==> src/rtl/core/ehcw_pkg.sv <==
// Package: shared types, protocol codes and sizes for the IPv6 extension header chain walker
package ehcw_pkg;

  localparam int unsigned MIN_HEADER_BYTES = 8;
  // Saturation value of the bytes-since-boundary counter
  localparam int unsigned COUNT_SAT = MIN_HEADER_BYTES + 1;
  localparam int unsigned BPB_W     = $clog2(COUNT_SAT + 1);

  localparam logic [7:0] PROTO_TCP    = 8'd6;
  localparam logic [7:0] PROTO_UDP    = 8'd17;
  localparam logic [7:0] PROTO_ICMPV6 = 8'd58;
  localparam logic [7:0] PROTO_NONXT  = 8'd59;

  typedef enum logic [2:0] {
    PH_IDLE   = 3'b001,
    PH_HEADER = 3'b010,
    PH_FINAL  = 3'b100
  } phase_t;

  typedef struct packed {
    logic       start_of_packet;
    logic [7:0] first_proto;
    logic [7:0] data_byte;
    logic       end_of_packet;
  } in_item_t;

  // Registered input item handed to the walker
  typedef struct packed {
    logic     valid;
    in_item_t item;
  } stage_t;

endpackage

==> src/rtl/core/ehcw_in_if.sv <==
// Interface: input byte channel with valid/ready handshake
interface ehcw_in_if;
  logic       valid;
  logic       ready;
  logic       start_of_packet;
  logic [7:0] first_proto;
  logic [7:0] data_byte;
  logic       end_of_packet;

  modport source (output valid, output start_of_packet, output first_proto,
                  output data_byte, output end_of_packet, input ready);
  modport sink   (input valid, input start_of_packet, input first_proto,
                  input data_byte, input end_of_packet, output ready);
endinterface

==> src/rtl/core/ehcw_out_if.sv <==
// Interface: result channel with valid/ready handshake
interface ehcw_out_if;
  logic        valid;
  logic        ready;
  logic [7:0]  upper_proto;
  logic [15:0] ext_length;
  logic        chain_valid;

  modport source (output valid, output upper_proto, output ext_length,
                  output chain_valid, input ready);
  modport sink   (input valid, input upper_proto, input ext_length,
                  input chain_valid, output ready);
endinterface

==> src/rtl/core/ehcw_in_stage.sv <==
// Input register: captures one byte per transfer and holds it until the walker takes it
module ehcw_in_stage
  import ehcw_pkg::*;
(
  input  logic         clk,
  input  logic         rst_n,
  ehcw_in_if.sink      in_ch,
  input  logic         take,
  output stage_t       stage
);

  logic     valid_r, valid_nxt;
  in_item_t item_r, item_nxt;
  logic     load;

  assign in_ch.ready = !valid_r || take;
  assign load        = in_ch.valid && in_ch.ready;

  always_comb begin
    valid_nxt = valid_r;
    item_nxt  = item_r;
    if (load) begin
      valid_nxt                = 1'b1;
      item_nxt.start_of_packet = in_ch.start_of_packet;
      item_nxt.first_proto     = in_ch.first_proto;
      item_nxt.data_byte       = in_ch.data_byte;
      item_nxt.end_of_packet   = in_ch.end_of_packet;
    end else if (take) begin
      valid_nxt = 1'b0;
    end
  end

  always_ff @(posedge clk) begin
    if (!rst_n) begin
      valid_r <= 1'b0;
    end else begin
      valid_r <= valid_nxt;
    end
  end

  always_ff @(posedge clk) begin
    item_r <= item_nxt;
  end

  assign stage.valid = valid_r;
  assign stage.item  = item_r;

endmodule

==> src/rtl/core/ehcw_walker.sv <==
// Chain walker: per-byte header state update and the registered result
module ehcw_walker
  import ehcw_pkg::*;
(
  input  logic         clk,
  input  logic         rst_n,
  input  stage_t       stage,
  output logic         take,
  ehcw_out_if.source   out_ch
);

  phase_t            phase_r, phase_nxt;
  logic [7:0]        cur_r, cur_nxt;
  logic [11:0]       left_r, left_nxt;
  logic [1:0]        bih_r, bih_nxt;
  logic [15:0]       len_r, len_nxt;
  logic [BPB_W-1:0]  bpb_r, bpb_nxt;

  logic              ovalid_r, ovalid_nxt;
  logic [7:0]        oproto_r, oproto_nxt;
  logic [15:0]       olen_r, olen_nxt;
  logic              ook_r, ook_nxt;

  logic              out_free;
  logic              drop;
  logic              bnd;
  logic              ok;
  logic [11:0]       hsize;

  assign out_free = !ovalid_r || out_ch.ready;
  assign take     = stage.valid && out_free;

  always_comb begin
    phase_nxt  = phase_r;
    cur_nxt    = cur_r;
    left_nxt   = left_r;
    bih_nxt    = bih_r;
    len_nxt    = len_r;
    bpb_nxt    = bpb_r;
    drop       = 1'b0;
    bnd        = 1'b0;
    ok         = 1'b0;
    hsize      = {1'b0, stage.item.data_byte, 3'b000} + 12'd8;
    ovalid_nxt = ovalid_r && !out_ch.ready;
    oproto_nxt = oproto_r;
    olen_nxt   = olen_r;
    ook_nxt    = ook_r;

    if (stage.item.start_of_packet) begin
      cur_nxt  = stage.item.first_proto;
      len_nxt  = 16'd0;
      bih_nxt  = 2'd0;
      left_nxt = 12'd0;
      bpb_nxt  = (stage.item.first_proto == PROTO_NONXT) ? BPB_W'(COUNT_SAT) : '0;
      bnd      = 1'b1;
    end else if (phase_r == PH_IDLE) begin
      drop = 1'b1;
    end else if (phase_r == PH_HEADER && bih_r == 2'd2 && left_r == 12'd0) begin
      bnd = 1'b1;
    end

    // header boundary: no-next-header keeps the earlier bounds count running
    if (bnd) begin
      if (cur_nxt == PROTO_NONXT) begin
        phase_nxt = PH_FINAL;
      end else if (cur_nxt == PROTO_TCP || cur_nxt == PROTO_UDP ||
                   cur_nxt == PROTO_ICMPV6) begin
        phase_nxt = PH_FINAL;
        bpb_nxt   = '0;
      end else begin
        phase_nxt = PH_HEADER;
        bpb_nxt   = '0;
        bih_nxt   = 2'd0;
        left_nxt  = 12'd0;
      end
    end

    if (!drop) begin
      if (bpb_nxt < BPB_W'(COUNT_SAT)) begin
        bpb_nxt = bpb_nxt + BPB_W'(1);
      end

      if (phase_nxt == PH_HEADER) begin
        if (bih_nxt == 2'd0) begin
          cur_nxt = stage.item.data_byte;
          bih_nxt = 2'd1;
        end else if (bih_nxt == 2'd1) begin
          len_nxt  = len_nxt + {4'd0, hsize};
          left_nxt = hsize - 12'd2;
          bih_nxt  = 2'd2;
        end else if (left_nxt != 12'd0) begin
          left_nxt = left_nxt - 12'd1;
        end
      end

      if (stage.item.end_of_packet) begin
        ok = (bpb_nxt >= BPB_W'(COUNT_SAT)) &&
             !(phase_nxt == PH_HEADER && cur_nxt != PROTO_NONXT);
        ovalid_nxt = 1'b1;
        oproto_nxt = (ok && phase_nxt == PH_FINAL) ? cur_nxt : PROTO_NONXT;
        olen_nxt   = len_nxt;
        ook_nxt    = ok;
        phase_nxt  = PH_IDLE;
      end
    end
  end

  always_ff @(posedge clk) begin
    if (!rst_n) begin
      phase_r  <= PH_IDLE;
      cur_r    <= PROTO_NONXT;
      left_r   <= 12'd0;
      bih_r    <= 2'd0;
      len_r    <= 16'd0;
      bpb_r    <= '0;
      ovalid_r <= 1'b0;
    end else begin
      if (take) begin
        phase_r <= phase_nxt;
        cur_r   <= cur_nxt;
        left_r  <= left_nxt;
        bih_r   <= bih_nxt;
        len_r   <= len_nxt;
        bpb_r   <= bpb_nxt;
      end
      ovalid_r <= take ? ovalid_nxt : (ovalid_r && !out_ch.ready);
    end
  end

  // hold the result payload until a new result is loaded
  always_ff @(posedge clk) begin
    if (take) begin
      oproto_r <= oproto_nxt;
      olen_r   <= olen_nxt;
      ook_r    <= ook_nxt;
    end
  end

  assign out_ch.valid       = ovalid_r;
  assign out_ch.upper_proto = oproto_r;
  assign out_ch.ext_length  = olen_r;
  assign out_ch.chain_valid = ook_r;

endmodule

==> src/rtl/core/ipv6_ext_header_chain_walker.sv <==
// Top level: IPv6 extension header chain walker
//
//   channel | dir | handshake          | payload
//   in_ch   | in  | valid/ready        | start_of_packet, first_proto, data_byte, end_of_packet
//   out_ch  | out | valid/ready        | upper_proto, ext_length, chain_valid
//
// One byte per cycle while no result waits on out_ch; each byte passes an input
// register, then one step of the header state logic into the result register.
// The rate is set by the state update shared by all bytes.
// rst_n is synchronous, active low, and returns the walk to idle.
// A result waiting on out_ch stalls the walker for every byte until it transfers;
// in_ch keeps accepting while the input register is free.
module ipv6_ext_header_chain_walker
  import ehcw_pkg::*;
(
  input  logic        clk,
  input  logic        rst_n,
  ehcw_in_if.sink     in_ch,
  ehcw_out_if.source  out_ch
);

  stage_t stage;
  logic   take;

  ehcw_in_stage u_in_stage (
    .clk   (clk),
    .rst_n (rst_n),
    .in_ch (in_ch),
    .take  (take),
    .stage (stage)
  );

  ehcw_walker u_walker (
    .clk    (clk),
    .rst_n  (rst_n),
    .stage  (stage),
    .take   (take),
    .out_ch (out_ch)
  );

endmodule

==> src/flat_wrapper.sv <==
// flat-port wrapper written by rule: the top's interface ports become plain ports
module ipv6_ext_header_chain_walker_flat import ehcw_pkg::*;
  (clk, rst_n, in_ch_valid, in_ch_start_of_packet, in_ch_first_proto, in_ch_data_byte, in_ch_end_of_packet, in_ch_ready, out_ch_valid, out_ch_upper_proto, out_ch_ext_length, out_ch_chain_valid, out_ch_ready);
  ehcw_in_if in_ch_i ();
  ehcw_out_if out_ch_i ();
  input  logic clk;
  input  logic rst_n;
  input wire logic [$bits(in_ch_i.valid)-1:0] in_ch_valid;
  input wire logic [$bits(in_ch_i.start_of_packet)-1:0] in_ch_start_of_packet;
  input wire logic [$bits(in_ch_i.first_proto)-1:0] in_ch_first_proto;
  input wire logic [$bits(in_ch_i.data_byte)-1:0] in_ch_data_byte;
  input wire logic [$bits(in_ch_i.end_of_packet)-1:0] in_ch_end_of_packet;
  output wire logic [$bits(in_ch_i.ready)-1:0] in_ch_ready;
  output wire logic [$bits(out_ch_i.valid)-1:0] out_ch_valid;
  output wire logic [$bits(out_ch_i.upper_proto)-1:0] out_ch_upper_proto;
  output wire logic [$bits(out_ch_i.ext_length)-1:0] out_ch_ext_length;
  output wire logic [$bits(out_ch_i.chain_valid)-1:0] out_ch_chain_valid;
  input wire logic [$bits(out_ch_i.ready)-1:0] out_ch_ready;
  assign in_ch_i.valid = in_ch_valid;
  assign in_ch_i.start_of_packet = in_ch_start_of_packet;
  assign in_ch_i.first_proto = in_ch_first_proto;
  assign in_ch_i.data_byte = in_ch_data_byte;
  assign in_ch_i.end_of_packet = in_ch_end_of_packet;
  assign in_ch_ready = in_ch_i.ready;
  assign out_ch_valid = out_ch_i.valid;
  assign out_ch_upper_proto = out_ch_i.upper_proto;
  assign out_ch_ext_length = out_ch_i.ext_length;
  assign out_ch_chain_valid = out_ch_i.chain_valid;
  assign out_ch_i.ready = out_ch_ready;
  ipv6_ext_header_chain_walker u_core (.clk(clk), .rst_n(rst_n), .in_ch(in_ch_i), .out_ch(out_ch_i));
endmodule
==> config.mk <==
export PLATFORM = sky130hd
export DESIGN_NAME = ipv6_ext_header_chain_walker_flat
export DESIGN_NICKNAME = d
export VERILOG_FILES = /design/src/rtl/core/ehcw_pkg.sv /design/src/rtl/core/ehcw_in_if.sv /design/src/rtl/core/ehcw_out_if.sv /design/src/rtl/core/ehcw_in_stage.sv /design/src/rtl/core/ehcw_walker.sv /design/src/rtl/core/ipv6_ext_header_chain_walker.sv /design/src/flat_wrapper.sv
export SDC_FILE = /design/constraint.sdc
export NUM_CORES = 1
export LEC_CHECK = 0
export BUFFER_PORTS_ARGS = -buffer_cell sky130_fd_sc_hd__buf_2
export CELL_PAD_IN_SITES_DETAIL_PLACEMENT = 1
export CELL_PAD_IN_SITES_GLOBAL_PLACEMENT = 1
export CORE_MARGIN = 5
export CORE_UTILIZATION = 45
export CTS_BUF_LIST = sky130_fd_sc_hd__clkbuf_4 sky130_fd_sc_hd__clkbuf_8 sky130_fd_sc_hd__clkbuf_16
export DETAILED_ROUTE_END_ITERATION = 8
export PLACE_DENSITY_LB_ADDON = 0.1
export SYNTH_ARGS = -nofsm -noshare
export SYNTH_HDL_FRONTEND = slang
export SYNTH_HIERARCHICAL = 1
export SYNTH_SLANG_ARGS = --single-unit
==> constraint.sdc <==
create_clock -name clk -period 5.9 [get_ports clk]
set_clock_uncertainty 0.15 [all_clocks]
set_input_delay 0 -clock clk [delete_from_list [all_inputs] [get_ports clk]]
set_output_delay 0 -clock clk [all_outputs]
set_load 0.05 [all_outputs]
==> impl_metrics.ini, run 1 <==
[die]
die-area_sq_um = 14100
die_w_microns = 119
coreArea_sq_um = 11500
initial_core_util = 0.463
rows = 39
die_h_microns = 119
io_pins = 49

[cts]
cts_num_sinks = 90
clockBufferDepth = 2
htreeDepth = 3
path_clk_slew_ns = 0.07
clock_latency_ns = 0.36
cts_resized = 0
cts_buffers = 9
root_buffer = clkbuf_16
cts_tree = built

[global_routing]
grt_use_total = 0.222
grt_max_degree = 43
antenna_found_initial = 0
grt-busiest-layer = met2
met3_usage = 0.0296
use_met2 = 0.392
overflow = 0
use_met1 = 0.274
grt_pass1_wl_microns = 25100
grt_pass1_vias = 4877

[setup_path]
start_kind = flop
crit_fanout = 42
cp_data_required_time_ns = 6.00
crit_arrival_ns = 4.73
critPathMaxStageDelay_ns = 0.66
crit_path_end_kind = flop
crit_type = reg -> reg
cpMaxStageDelayCell = o21a_1
path_cells = buf_4 -> or3_1 -> o31ai_2 -> o2111a_1 -> nor3_2 -> nor2_1 -> nand2_1 -> ha_1 -> a21oi_1 -> o21a_1 -> o2111ai_4 -> or4_1 -> a31oi_1

[synthesis]
synth_area_per_cell_sq_um = 9.21
syn_inst = 576
synth_top_family_by_area = simple AND/OR/NAND/NOR gates
synth_compound_area_frac = 0.198
synth-warning-count = 6
ys_ff_latch = 90
synth_fa_ha_area_frac = 0.0439
synthArstFlopShare = 0
synth_ff_type = dfxtp_1
yosys.area.top_type_share = 0.243
synth_area_leader_cell = edfxtp_1
synth_xor_area_frac = 0.0429
synth_mux_area_frac = 0.0441
synth_edf_count = 43
syn_area_sq_um = 5310
synth_area_leaders = edfxtp_1 24%, dfxtp_1 18%, nand2_1 4.7%, a21oi_1 4.2%, ha_1 4.0%
syn_nets = 616
seq_area_frac_synth = 0.421
ys_types = 75
synthSimpleGateAreaFrac = 0.209

[timing]
fin_tns_setup_ns = 0
slew_headroom = 0.229
rsz0062_at_grt = no
period_share = 0.784
hold_viol = 0
max_freq_mhz = 216
worst_slew_pin_slew_ns = 1.16
finalCriticalPeriod_ns = 4.62
slew_viol_final = 0
setup_viol = 0

[finish]
utilization = 0.533
num-fill-cells = 1329
area_delta_synth_final_pct = 15.2
finalNetCount = 667
antennaDiodeCount = 0
drive_above_1_share = 0.153

[run]
drv_cap = 0

[drt]
viasPerCell = 5.95
drtPass1Iterations = 4
num_vias = 4609
drc = 0
antenna_left = 0
wl_per_cell_microns = 20.2
wirelength_microns = 15600
drtIter0Drc = 308

[placement]
io_buffers = 48
gp_congestion = 0.888
dp.final_hpwl_microns = 10600

[pwr]
power.density_nw_per_um2 = 256
p_leak_nw = 2.36
finalPower_mw = 1.57
peakVddDrop_mv = 0.186

[worst_hold_path]
min_path_type = in -> reg

[status]
status = complete, no violations
## logic make-up (layout without fill, tap and decap cells)
logic type | count (synthesis) | after routing
xor+xnor | 26 | 26
simple gates | 215 | 215
compound gates | 155 | 155
fa+ha+maj | 18 | 18
buf+inv | 50 | 106
flops | 90 | 90
mux | 22 | 22
## worst max-delay path: cells and delay by family, from the launching register on
kind	cells	cell delay, ns
and+or+nand+nor	5	1.35
adders and majority gates	1	0.26
DFF	1	0.65
buffers and inverters	1	0.41
AOI/OAI and AO/OA	6	1.71
## area by class of cell
class	instances	area (sq um)	share of cell area
clock inverter	4	53.8	0.00880
inverter	16	60.1	0.00982
multi-input combinational	436	2850	0.467
timing repair buffer	74	488	0.0798
sequential	90	2230	0.365
clock buffer	12	248	0.0405
tap	143	179	0.0293
## cells in the mapped netlist, types with 5 or more instances
master    instances
nor3_1           14
edfxtp_1         43
clkbuf_1         22
nor2b_1          19
o211a_1           6
mux2i_1          11
a21oi_1          45
nand3_1          10
xnor2_1          16
xor2_1           10
o211ai_1         11
o21ai_0          30
ha_1             17
mux2_2           11
inv_1            13
a31oi_1           8
nor2_1           45
and3_1           10
nor3b_1           6
nand4_1           5
nand2_1          67
dfxtp_1          47
a211oi_1          8
or3_1             9
## worst paths after layout
path,startpoint,endpoint,slack (ns),cells past startpoint
worst max-delay path,u_core/u_in_stage/stage[17],u_core/u_walker/len_r[13],1.28,13
worst min-delay path,in_ch_data_byte[7],u_core/u_in_stage/stage[8],0.20,2
worst max register to register,u_core/u_in_stage/stage[17],u_core/u_walker/len_r[13],1.28,13
worst min register to register,u_core/u_walker/len_r[5],u_core/u_walker/len_r[5],0.31,2
## through the flow
stage | area (sq um) | cells | hold slack, ns | setup WS, ns
after floorplan | 5310 | 576 | -0.0511 | 2.23
after global placement | 5600 | 738 | 0.0275 | 1.61
after detailed placement | 5600 | 738 | 0.0288 | 1.37
after CTS | 6110 | 775 | 0.186 | 1.30
after global routing | 6110 | 775 | 0.198 | 1.01
final | 6110 | 775 | 0.198 | 1.28
## power by group
group	total [mW]	internal [mW]	switching, mW
sequential	0.712	0.683	0.0285
clock	0.596	0.344	0.252
combinational	0.258	0.0937	0.164
total	1.57	1.12	0.445
## layer usage
metal,share of wire,up-vias
met1,0.44,2294
met5,0,-
li1,-,2211
met2,0.51,83
met4,0.021,0
met3,0.033,21
## repair_timing
action / CTS / global route
buffers inserted: 0 / 0
hold buffers: 21 / 0
hold endpoints to repair: 46 / 0
## registers in the layout, indices dropped and copies added, names as in the netlist
| name | flops |
|---|---|
| u_core/u_walker/out_ch.ext_length | 16 |
| u_core/u_in_stage/stage | 18 |
| u_core/u_walker/len_r | 16 |
| u_core/u_in_stage/valid_r | 1 |
| u_core/u_walker/bih_r | 2 |
| u_core/u_walker/cur_r | 8 |
| u_core/u_walker/out_ch.chain_valid | 1 |
| u_core/u_walker/out_ch.upper_proto | 8 |
| u_core/u_walker/phase_r | 3 |
| u_core/u_walker/left_r | 12 |
| u_core/u_walker/bpb_r | 4 |
| u_core/u_walker/out_ch.valid | 1 |
## layout by cell type (no fill, tap or decap), drive strengths merged, types with 5 or more instances in the layout
cell and n:
nor3b 8, nand3 10, edfxtp 43, nor2b 19, nor3 15, ha 17, nor4 5, dlygate4sd3 21
a21oi 45, nor2 45, nand2 67, dfxtp 47, mux2 11, buf 53, xnor2 16, clkbuf 12
o211ai 13, inv 14, xor2 10, and2 5, or3 9, a31oi 8, a211oi 8, o21ai 33
mux2i 11, o211a 6, nand4 5, and3 10
(Power assumes the default switching activity.)
==> inputs of run 2 (changes only) <==
CORE_UTILIZATION = 42   (was 45)
clock period = 3.74 ns   (was 5.9 ns; I/O delays follow)
==> run 2 against run 1 <==
Worst hold slack better by 0.0097 ns. Fmax up 31%. Utilization down 2.7 points. Clock power up 69%. Combinational power up 69%.
==> impl_metrics.ini, run 2 (same netlist as run 1, synthesis figures left out) <==
[finish]
area_delta_synth_final_pct = 19.3
layout_common_cells = 67 x nand2_1, 48 x buf_2, 47 x dfxtp_1
largest_reg_flops = 18
final_common_cell = nand2_1
drive_above_1_share = 0.180
antennaDiodeCount = 0
utilization = 0.506
num-fill-cells = 1470
finalNetCount = 684

[placement]
dp.final_hpwl_microns = 11500
gp_congestion = 0.897
io_buffers = 48

[die]
coreArea_sq_um = 12500
rows = 41
die-area_sq_um = 15000
initial_core_util = 0.424
die_w_microns = 122
die_h_microns = 122
io_pins = 49

[setup_path]
crit_path_end_kind = flop
startpoint = u_core/u_in_stage/stage[1]
crit_fanout = 7
reg2reg_slack_ns = 0.22
start_kind = flop
worst-r2r-cell-count = 10
regToRegStartpoint = u_core/u_in_stage/stage[1]
crit_arrival_ns = 3.46
cp_data_required_time_ns = 3.69
regToRegEndpoint = u_core/u_walker/out_ch.ext_length[13]
crit_type = reg -> reg

[timing]
period_share = 0.940
slew_viol_final = 0
hold_slack_ns = 0.208
setup_viol = 0
worst_slew_pin_slew_ns = 1.22
hold_viol = 0
finalCriticalPeriod_ns = 3.52
max_freq_mhz = 284
slew_headroom = 0.184
fin_tns_setup_ns = 0
rsz0062_at_grt = no

[global_routing]
antenna_found_initial = 0
grt_use_total = 0.225
overflow = 0
grt_pass1_vias = 5037
grt_pass1_wl_microns = 26000
grt_max_degree = 26

[drt]
drtIter0Drc = 161
drtPass1Iterations = 4
num_vias = 4654
wl_per_cell_microns = 19.4
antenna_left = 0
wirelength_microns = 15900
viasPerCell = 5.67
drc = 0

[cts]
cts_buffers = 9
path_clk_slew_ns = 0.06
htreeDepth = 3
cts_tree = built
clockBufferDepth = 2
clock_latency_ns = 0.35
cts_num_sinks = 90
root_buffer = clkbuf_16

[pwr]
power.density_nw_per_um2 = 403
p_leak_nw = 2.47
peakVddDrop_mv = 0.234

[run]
drv_cap = 0

[worst_hold_path]
hold_start = in_ch_end_of_packet
min_to = u_core/u_in_stage/stage[0]
hold_depth = 2
min_path_type = in -> reg

[status]
status = complete, no violations
[run 2: how the worst max path moves through the flow]
| stage | endpoint | cells after the start |
|---|---|---|
| 6_report | u_core/u_walker/out_ch.ext_length[13] | 10 |
| 5_1_grt | u_core/u_walker/out_ch.ext_length[13] | 10 |
| 4_1_cts | u_core/u_walker/out_ch.ext_length[13] | 10 |
| 3_5_place_dp | u_core/u_walker/out_ch.ext_length[13] | 10 |
| 3_3_place_gp | u_core/u_walker/out_ch.ext_length[13] | 10 |
| 2_1_floorplan | u_core/u_walker/out_ch.ext_length[13] | 14 |
[run 2: power breakdown]
part | internal [mW] | switching [mW] | leakage, nW | total (mW)
sequential | 1.08 | 0.0355 | 0.759 | 1.11
combinational | 0.162 | 0.272 | 1.55 | 0.435
clock | 0.620 | 0.386 | 0.164 | 1.01
[run 2: critical path: stages (launching register included)]
cell and delay (ns):
edfxtp_1 0.48, ha_1 0.42, fa_1 0.49, a21o_1 0.20, a21oi_1 0.23, o21bai_1 0.14, a2111oi_2 0.46, nor3b_2 0.13
o2111ai_4 0.28, xor2_1 0.20, nor2_1 0.07
[run 2: area by class of cell]
type,instances,area [sq um],area share
multi-input combinational,436,2870,0.453
sequential,90,2230,0.353
timing repair buffer,91,628,0.0992
clock buffer,12,254,0.0401
tap,172,215,0.0340
clock inverter,4,73.8,0.0117
inverter,16,60.1,0.00949
[run 2: per-layer routing]
metal  track usage  up-vias  share of wire
met3        0.0438       30          0.031
met5             0        -              0
met1         0.271     2295           0.44
met4        0.0840        0          0.028
li1              -     2248              -
met2         0.396       81           0.50
[run 2: metrics by stage]
step | total power, mW | std cells | setup WS [ns] | area (sq um)
6_report | 2.55 | 821 | 0.223 | 6330
5_1_grt | 2.68 | 821 | 0.0155 | 6330
4_1_cts | 2.58 | 821 | 0.0181 | 6320
3_5_place_dp | 1.55 | 784 | 0.0617 | 5780
3_3_place_gp | 1.53 | 784 | 0.216 | 5780
2_1_floorplan | 1.42 | 576 | 0.0686 | 5310
[run 2: what timing repair did]
item | CTS | global route
hold buffers | 21 | 0
endpoints found under the hold margin | 39 | 0
resized for setup | 0 | 4
setup buffers | 0 | 0
endpoints found under the setup margin | 0 | 7
